### src/sv/assert_macros.svh
// Assertion macros shared by the allocator RTL.
// No dependencies.
`ifndef ASSERT_MACROS_SVH
`define ASSERT_MACROS_SVH
// implication checked on every rising clock edge outside reset
`define ASSERT_IMPLIES(label, clk, rst_n, ante, cons) \
    label: assert property (@(posedge clk) disable iff (!rst_n) (ante) |-> (cons)) \
        else $error("assertion failed");
// next-cycle implication
`define ASSERT_NEXT(label, clk, rst_n, ante, cons) \
    label: assert property (@(posedge clk) disable iff (!rst_n) (ante) |=> (cons)) \
        else $error("assertion failed");
`endif

### src/sv/cbba_pkg.sv
// Types and codes for the contiguous block bitmap allocator.
// No dependencies.
package cbba_pkg;
    localparam logic [1:0] KIND_FIRST_FIT = 2'd0;
    localparam logic [1:0] KIND_AT        = 2'd1;
    localparam logic [1:0] KIND_FREE      = 2'd2;

    localparam logic [1:0] ST_DONE    = 2'd0;
    localparam logic [1:0] ST_SHORT   = 2'd1;
    localparam logic [1:0] ST_REFUSED = 2'd2;

    localparam int BLOCK_COUNT = 1024;
    localparam int WORD_W      = 32;
    localparam int NWORDS      = BLOCK_COUNT / WORD_W;

    localparam logic [10:0] DATA_BLOCKS_RST = 11'd1024;

    typedef struct packed {
        logic [1:0]  kind;
        logic [9:0]  start_index;
        logic [10:0] request_count;
    } t_req;

    typedef struct packed {
        logic [1:0]  status;
        logic [9:0]  out_start;
        logic [10:0] out_count;
    } t_rsp;

    typedef enum logic [2:0] {
        S_CLEAR,
        S_IDLE,
        S_SCAN,
        S_MARK,
        S_DONE
    } t_state;
endpackage

### src/sv/contiguous_block_bitmap_allocator.sv
// Contiguous block allocator over a used/free bitmap held in a word memory.
// Depends on cbba_pkg and assert_macros.svh.
//
// Usage:
//   Requests: drive i_req and raise start while busy is low; the request is
//   transferred at that edge and busy stays high until the result is shown.
//   Results: o_rsp is valid for exactly one cycle with o_rsp_valid high; the
//   receiver cannot stall and takes every result in its strobe cycle.
//   Configuration: i_cfg_valid/o_cfg_ready write data_blocks (11 bits);
//   ready is high only while idle and start is low.
// Operation:
//   The bitmap is 32 words of 32 bits with a registered read. A scan walks
//   the blocks in order and reads each word once before examining its blocks.
//   Marking or freeing reads and then writes back the word for each block.
//   The strobe is registered from S_DONE, which follows the decision in
//   S_SCAN or the end of marking in S_MARK; busy drops with the strobe, so
//   the next request can transfer at the strobe's closing edge.
// Reset:
//   A clearing pass writes zero to every word, one a cycle;
//   busy is high during the pass.
`include "assert_macros.svh"

module contiguous_block_bitmap_allocator
    import cbba_pkg::*;
(
    input  logic        i_clk,
    input  logic        i_rst_n,
    input  logic        start,
    output logic        busy,
    input  t_req        i_req,
    output logic        o_rsp_valid,
    output t_rsp        o_rsp,
    input  logic        i_cfg_valid,
    output logic        o_cfg_ready,
    input  logic [10:0] i_cfg_data
);
    localparam int AW = $clog2(NWORDS);
    localparam int BW = $clog2(BLOCK_COUNT) + 1;

    logic [WORD_W-1:0] mem [NWORDS];
    logic [WORD_W-1:0] r_rdata;

    t_state        r_state, n_state;
    t_req          r_req, n_req;
    logic [10:0]   r_cfg, n_cfg;
    logic [BW-1:0] r_n, n_n;
    logic [BW-1:0] r_b, n_b;        // current block in scan or mark
    logic [BW-1:0] r_end, n_end;    // one past the last block to mark
    logic [BW-1:0] r_run_start, n_run_start;
    logic [BW-1:0] r_run_len, n_run_len;
    logic [BW-1:0] r_best_start, n_best_start;
    logic [BW-1:0] r_best_len, n_best_len;
    logic          r_mark_val, n_mark_val;
    logic          r_rd_pending, n_rd_pending;  // r_rdata holds the word of r_b
    logic [AW-1:0] r_clr, n_clr;
    t_rsp          r_rsp, n_rsp;
    logic          r_rsp_valid;

    logic [AW-1:0]     w_word;
    logic [4:0]        w_bit;
    logic              w_cur;
    logic [BW-1:0]     w_len;
    logic [BW-1:0]     w_first;
    logic [BW:0]       w_sum;
    logic [BW-1:0]     w_at_end;
    logic [BW-1:0]     w_free_room;
    logic [BW-1:0]     w_free_cnt;
    logic              w_scan_end;
    logic              w_hit;

    logic              w_to_done;
    logic              w_to_mark;
    logic              w_advance;
    logic              w_fetch;
    logic              w_run_grow;
    logic              w_run_break;
    logic              w_mk_val;
    logic [BW-1:0]     w_mk_first;
    logic [BW-1:0]     w_mk_len;
    logic [1:0]        w_status;
    logic [9:0]        w_fin_start;

    logic              w_mem_we;
    logic [WORD_W-1:0] w_wdata;

    assign w_word      = r_b[BW-2:5];
    assign w_bit       = r_b[4:0];
    assign w_cur       = r_rdata[w_bit];
    assign w_len       = BW'(r_req.request_count);
    assign w_first     = BW'(r_req.start_index);
    assign w_sum       = (BW+1)'(w_first) + (BW+1)'(w_len);
    assign w_at_end    = w_first + w_len;
    assign w_free_room = r_n - w_first;
    assign w_free_cnt  = (w_len > w_free_room) ? w_free_room : w_len;
    assign w_scan_end  = (r_b >= r_n);
    assign w_hit       = ((r_run_len + BW'(1)) == w_len);

    assign o_rsp_valid = r_rsp_valid;
    assign o_rsp       = r_rsp;

    always_comb begin
        w_to_done   = 1'b0;
        w_to_mark   = 1'b0;
        w_advance   = 1'b0;
        w_fetch     = 1'b0;
        w_run_grow  = 1'b0;
        w_run_break = 1'b0;
        w_mk_val    = 1'b1;
        w_mk_first  = '0;
        w_mk_len    = '0;
        w_status    = ST_DONE;
        w_fin_start = '0;
        case (r_req.kind)
            KIND_FIRST_FIT: begin
                if (r_req.request_count == '0) begin
                    w_to_done = 1'b1;
                end else if (!r_rd_pending) begin
                    w_fetch = 1'b1;
                end else if (w_scan_end) begin
                    w_to_mark = 1'b1;
                    w_status  = ST_SHORT;
                    if (r_run_len > r_best_len) begin
                        w_mk_first = r_run_start;
                        w_mk_len   = r_run_len;
                    end else begin
                        w_mk_first = r_best_start;
                        w_mk_len   = r_best_len;
                    end
                end else if (!w_cur) begin
                    if (w_hit) begin
                        w_to_mark  = 1'b1;
                        w_mk_first = (r_run_len == '0) ? r_b : r_run_start;
                        w_mk_len   = w_len;
                    end else begin
                        w_run_grow = 1'b1;
                        w_advance  = 1'b1;
                    end
                end else begin
                    w_run_break = 1'b1;
                    w_advance   = 1'b1;
                end
            end
            KIND_AT: begin
                w_fin_start = r_req.start_index;
                if (w_sum > (BW+1)'(r_n)) begin
                    w_to_done = 1'b1;
                    w_status  = ST_REFUSED;
                end else if (!r_rd_pending) begin
                    w_fetch = 1'b1;
                end else if (r_b >= w_at_end) begin
                    w_to_mark  = 1'b1;
                    w_mk_first = w_first;
                    w_mk_len   = w_len;
                end else if (w_cur) begin
                    w_to_done = 1'b1;
                    w_status  = ST_REFUSED;
                end else begin
                    w_advance = 1'b1;
                end
            end
            KIND_FREE: begin
                w_fin_start = r_req.start_index;
                if (w_first >= r_n) begin
                    w_to_done = 1'b1;
                end else begin
                    w_to_mark  = 1'b1;
                    w_mk_val   = 1'b0;
                    w_mk_first = w_first;
                    w_mk_len   = w_free_cnt;
                end
            end
            default: begin
                w_to_done = 1'b1;
                w_status  = ST_REFUSED;
            end
        endcase
    end

    always_comb begin
        n_state = r_state;
        case (r_state)
            S_CLEAR: if (r_clr == AW'(NWORDS - 1)) n_state = S_IDLE;
            S_IDLE:  if (start) n_state = S_SCAN;
            S_SCAN: begin
                if (w_to_done) begin
                    n_state = S_DONE;
                end else if (w_to_mark) begin
                    n_state = S_MARK;
                end
            end
            S_MARK:  if (r_b >= r_end) n_state = S_DONE;
            S_DONE:  n_state = S_IDLE;
            default: n_state = S_IDLE;
        endcase
    end

    always_comb begin
        busy        = (r_state != S_IDLE);
        o_cfg_ready = (r_state == S_IDLE) && !start;
        w_mem_we    = (r_state == S_MARK) && r_rd_pending && (r_b < r_end);
        w_wdata     = r_rdata;
        w_wdata[w_bit] = r_mark_val;
    end

    always_comb begin
        n_req        = r_req;
        n_cfg        = r_cfg;
        n_n          = r_n;
        n_b          = r_b;
        n_end        = r_end;
        n_run_start  = r_run_start;
        n_run_len    = r_run_len;
        n_best_start = r_best_start;
        n_best_len   = r_best_len;
        n_mark_val   = r_mark_val;
        n_rd_pending = r_rd_pending;
        n_clr        = r_clr;
        n_rsp        = r_rsp;
        case (r_state)
            S_CLEAR: n_clr = r_clr + AW'(1);
            S_IDLE: begin
                if (i_cfg_valid && o_cfg_ready) n_cfg = i_cfg_data;
                if (start) begin
                    n_req        = i_req;
                    n_n          = (r_cfg > 11'(BLOCK_COUNT)) ? BW'(BLOCK_COUNT) : BW'(r_cfg);
                    n_run_start  = '0;
                    n_run_len    = '0;
                    n_best_start = '0;
                    n_best_len   = '0;
                    n_rd_pending = 1'b0;
                    n_b          = (i_req.kind == KIND_FIRST_FIT) ? '0
                                   : BW'(i_req.start_index);
                end
            end
            S_SCAN: begin
                if (w_fetch) n_rd_pending = 1'b1;
                if (w_advance) begin
                    n_b = r_b + BW'(1);
                    if (w_bit == 5'd31) n_rd_pending = 1'b0;
                end
                if (w_run_grow) begin
                    if (r_run_len == '0) n_run_start = r_b;
                    n_run_len = r_run_len + BW'(1);
                end
                if (w_run_break) begin
                    if (r_run_len > r_best_len) begin
                        n_best_len   = r_run_len;
                        n_best_start = r_run_start;
                    end
                    n_run_len = '0;
                end
                if (w_to_mark) begin
                    n_mark_val      = w_mk_val;
                    n_b             = w_mk_first;
                    n_end           = w_mk_first + w_mk_len;
                    n_rd_pending    = 1'b0;
                    n_rsp.status    = w_status;
                    n_rsp.out_start = w_mk_first[BW-2:0];
                    n_rsp.out_count = w_mk_len;
                end
                if (w_to_done) begin
                    n_rsp.status    = w_status;
                    n_rsp.out_start = w_fin_start;
                    n_rsp.out_count = '0;
                end
            end
            S_MARK: begin
                if (r_b < r_end) begin
                    if (!r_rd_pending) begin
                        n_rd_pending = 1'b1;
                    end else begin
                        n_b          = r_b + BW'(1);
                        n_rd_pending = 1'b0;
                    end
                end
            end
            default: ;
        endcase
    end

    always_ff @(posedge i_clk) begin
        r_rdata <= mem[w_word];
        if (r_state == S_CLEAR) begin
            mem[r_clr] <= '0;
        end else if (w_mem_we) begin
            mem[w_word] <= w_wdata;
        end
    end

    always_ff @(posedge i_clk) begin
        if (!i_rst_n) begin
            r_state      <= S_CLEAR;
            r_req        <= '0;
            r_cfg        <= DATA_BLOCKS_RST;
            r_n          <= '0;
            r_b          <= '0;
            r_end        <= '0;
            r_run_start  <= '0;
            r_run_len    <= '0;
            r_best_start <= '0;
            r_best_len   <= '0;
            r_mark_val   <= 1'b0;
            r_rd_pending <= 1'b0;
            r_clr        <= '0;
            r_rsp        <= '0;
            r_rsp_valid  <= 1'b0;
        end else begin
            r_state      <= n_state;
            r_req        <= n_req;
            r_cfg        <= n_cfg;
            r_n          <= n_n;
            r_b          <= n_b;
            r_end        <= n_end;
            r_run_start  <= n_run_start;
            r_run_len    <= n_run_len;
            r_best_start <= n_best_start;
            r_best_len   <= n_best_len;
            r_mark_val   <= n_mark_val;
            r_rd_pending <= n_rd_pending;
            r_clr        <= n_clr;
            r_rsp        <= n_rsp;
            r_rsp_valid  <= (r_state == S_DONE);
        end
    end

    `ASSERT_NEXT(a_rsp_one_cycle, i_clk, i_rst_n, o_rsp_valid, !o_rsp_valid)
    `ASSERT_IMPLIES(a_rsp_from_done, i_clk, i_rst_n, o_rsp_valid, $past(r_state) == S_DONE)
    `ASSERT_IMPLIES(a_cfg_idle, i_clk, i_rst_n, o_cfg_ready, r_state == S_IDLE)
    `ASSERT_NEXT(a_start_busy, i_clk, i_rst_n, start && !busy, busy)
endmodule
### config.mk
export PLATFORM = sky130hd
export DESIGN_NAME = contiguous_block_bitmap_allocator
export DESIGN_NICKNAME = d
export VERILOG_FILES = /design/src/sv/cbba_pkg.sv /design/src/sv/contiguous_block_bitmap_allocator.sv
export VERILOG_INCLUDE_DIRS = /design/src /design/src/sv
export SDC_FILE = /design/constraint.sdc
export NUM_CORES = 1
export LEC_CHECK = 0
export BUFFER_PORTS_ARGS = -buffer_cell sky130_fd_sc_hd__buf_4
export CELL_PAD_IN_SITES_DETAIL_PLACEMENT = 0
export CELL_PAD_IN_SITES_GLOBAL_PLACEMENT = 1
export CORE_MARGIN = 5
export CORE_UTILIZATION = 54
export CTS_CLUSTER_SIZE = 14
export DETAILED_ROUTE_END_ITERATION = 16
export PLACE_DENSITY_LB_ADDON = 0.2
export SYNTH_ARGS = -nofsm -noshare
export SYNTH_HDL_FRONTEND = slang
export SYNTH_SLANG_ARGS = --single-unit
### constraint.sdc
create_clock -name i_clk -period 9.13 [get_ports i_clk]
set_clock_uncertainty 0.2 [all_clocks]
set_input_delay 0.4565 -clock i_clk [delete_from_list [all_inputs] [get_ports i_clk]]
set_output_delay 0.4565 -clock i_clk [all_outputs]
set_load 0.02 [all_outputs]
==> metrics.cfg <==
[power]
leakage_nw = 16.1
ir_drop_uv = 202
powerDensity_nw_per_um2 = 248

[synthesis]
ys_seq_area_frac = 0.675
ys.flop_type = edfxtp_1
synth_edf_count = 1024
synth_top_area_frac = 0.605
yosys_warnings = 0
avgSynthCellArea_sq_um = 16.4
syn_area_sq_um = 50800
synth_area_leaders = edfxtp_1 61%, mux4_2 14%, dfxtp_1 7.0%
netlist_instances = 3092
synthArstFlopShare = 0
synth_cell_type_count = 78
ys_ff_latch = 1201
synth.largest_area_cell = edfxtp_1
syn_nets = 3238

[worst_setup_path]
slowest_delay_ns = 0.57
required_ns = 9.56
startpoint_type = flop
end_kind = flop
worst_path_most_repeated_cell = nor2_1
cp_max_fo = 10
r2r_cells = 34
critPathKind = reg -> reg
cp.arrival_ns = 8.02
critPathSlowestCell = dfxtp_1

[die]
initial_core_util = 0.544
die_height_um = 317
dieArea_sq_um = 100000
design.core.area_sq_um = 93300
num_rows = 112
pin_count = 64
die_w_um = 317

[route]
wl_met1_mm = 55.3
detail_route.wl_per_cell_um = 29.6
wl_mm = 135
routed-wl-met3_mm = 10.5
drc = 0
vias = 29300
routed.top_layer = met4
drt_iter0_drc = 3340
met2_length_mm = 64.7
firstDrtPassIters = 5
detail-route-antenna-nets = 0
vias_per_cell = 6.42

[placement]
numPortBuffers = 63
hpwl_mm = 77.4
dpl_cell_area_sq_um = 53100
gp_congestion = 0.920
place_ws_ns = 1.68

[clock_tree]
cts.clk_slew.worst_paths_ns = 0.06
cts_resized = 0
root_buffer = clkbuf_16
clock_latency_ns = 0.74
ctsHtreeMaxLevel = 3
hold_buffers = 36
tritoncts = done
cts_buffers = 118
clkSinkCount = 1201
clockBufferDepth = 3
cts_setup_buffers = 0

[cells_and_area]
drive_above_1_share = 0.230
final_util = 0.614
fin_nets = 3353
antenna_cells = 0
area_delta_synth_final_pct = 12.8
layout_commonest_cell = edfxtp_1
fin_area_sq_um = 57300
final_cell_mix = 1024 x edfxtp_1, 322 x mux4_2, 235 x nand2_1

[global_routing]
grt_pass1_vias = 29000
grt-ovfl-total = 0
grt_usage = 0.270
antenna_found_initial = 0
grt_pass1_wl_mm = 197
grt_max_degree = 117

[sta]
rsz0062_at_grt = false
max_freq_ghz = 0.132
post-route-min-period_ns = 7.59
finalHoldViolCount = 0
relSlewSlack = 0.114
drv_slew = 0
setup_tns_ns = 0
whs_ns = 0.0619
tightest_slew_ns = 1.32
worst_slack_ns = 1.54
period_share = 0.832
finalSetupViolations = 0

[worst_hold_path]
hold_path_depth = 4
holdCritPathClass = in -> reg

[run_status]
status = completed

[job]
maxCapViolations = 0

[per-layer routing]
layer / global-route usage / vias to the layer above
li1: - / 12500
met1: 0.392 / 15200
met3: 0.0407 / 254
met5: 0 / -
met2: 0.433 / 1327
met4: 0.0836 / 0
[final cells by class]
| cell class | count | area, sq um |
|---|---|---|
| Clock buffer | 152 | 3170 |
| Clock inverter | 66 | 648 |
| Fill cell | 6823 | 36000 |
| Inverter | 86 | 325 |
| Multi-Input combinational cell | 1628 | 15900 |
| Sequential cell | 1201 | 34300 |
| Tap cell | 1254 | 1570 |
| Timing Repair Buffer | 172 | 1390 |
[synth_stat cells (6+ instances only)]
| cell type | count |
|---|---|
| a211oi_1 | 7 |
| a21o_1 | 18 |
| a21oi_1 | 183 |
| a221o_1 | 18 |
| a221oi_1 | 9 |
| a22oi_1 | 18 |
| a31oi_1 | 13 |
| and2_1 | 23 |
| and3_1 | 18 |
| buf_1 | 31 |
| clkbuf_1 | 143 |
| dfxtp_1 | 177 |
| edfxtp_1 | 1024 |
| ha_1 | 105 |
| inv_1 | 85 |
| mux2_2 | 38 |
| mux2i_1 | 27 |
| mux4_2 | 322 |
| nand2_1 | 235 |
| nand2b_1 | 14 |
| nand3_1 | 88 |
| nand3b_1 | 10 |
| nand4_1 | 15 |
| nor2_1 | 184 |
| nor2b_1 | 14 |
| nor3_1 | 19 |
| nor4_1 | 15 |
| nor4b_1 | 6 |
| o21a_1 | 11 |
| o21ai_0 | 46 |
| o21bai_1 | 11 |
| o221ai_1 | 14 |
| o22ai_1 | 16 |
| or2_2 | 7 |
| or4_1 | 6 |
| xnor2_1 | 30 |
| xor2_1 | 13 |
[worst paths after layout]
kind / from / end / slack [ns]
worst max-delay path: w_len[4] / r_end[10] / 1.54
worst min-delay path: i_cfg_valid / r_cfg[6] / 0.06
worst max register to register: w_len[4] / r_end[10] / 1.54
worst min register to register: o_rsp[21] / o_rsp[21] / 0.26
[worst max-delay path, delay by kind of cell, from the launching register on]
family | cells | cell delay [ns]
xor gates and xnor gates | 2 | 0.49
adders and majority gates | 4 | 1.29
AOI/OAI and AO/OA | 15 | 3.36
buffers and inverters | 1 | 0.06
DFF | 1 | 0.57
and+or+nand+nor | 12 | 1.49
[cell families (layout without fill, tap and decap cells)]
| family | Yosys count | in the layout | share of synthesized area |
|---|---|---|---|
| buf+inv | 263 | 476 | 0.0196 |
| flops | 1201 | 1201 | 0.675 |
| compound gates | 416 | 416 | 0.0534 |
| fa+ha+maj | 108 | 108 | 0.0270 |
| mux | 387 | 387 | 0.156 |
| simple gates | 674 | 674 | 0.0610 |
| xor+xnor | 43 | 43 | 0.00741 |
[metrics by stage]
step                std cells  total power, mW
floorplan                3092             8.50
global placement         4305             9.46
CTS                      4559             14.3
detailed placement       4305             9.51
finish                   4559             14.2
global route             4559             14.8
[sequential cells by signal, indices dropped and copies added, names as in the netlist]
| signal | flops |
|---|---|
| mem | 1024 |
| o_rsp | 23 |
| o_rsp_valid | 1 |
| r_b | 11 |
| r_best_len | 11 |
| r_best_start | 11 |
| r_cfg | 11 |
| r_clr | 5 |
| r_end | 11 |
| r_mark_val | 1 |
| r_n | 11 |
| r_rd_pending | 1 |
| r_rdata | 32 |
| r_req | 12 |
| r_run_len | 11 |
| r_run_start | 11 |
| r_state | 3 |
| w_len | 11 |
[power breakdown]
part | leakage, nW | total (mW) | internal, mW | switching (mW)
clock network | 1.86 | 4.80 | 2.71 | 2.08
registers | 9.05 | 6.50 | 6.24 | 0.255
logic | 5.19 | 2.94 | 1.17 | 1.77
Power figures use the tool's default switching activity.
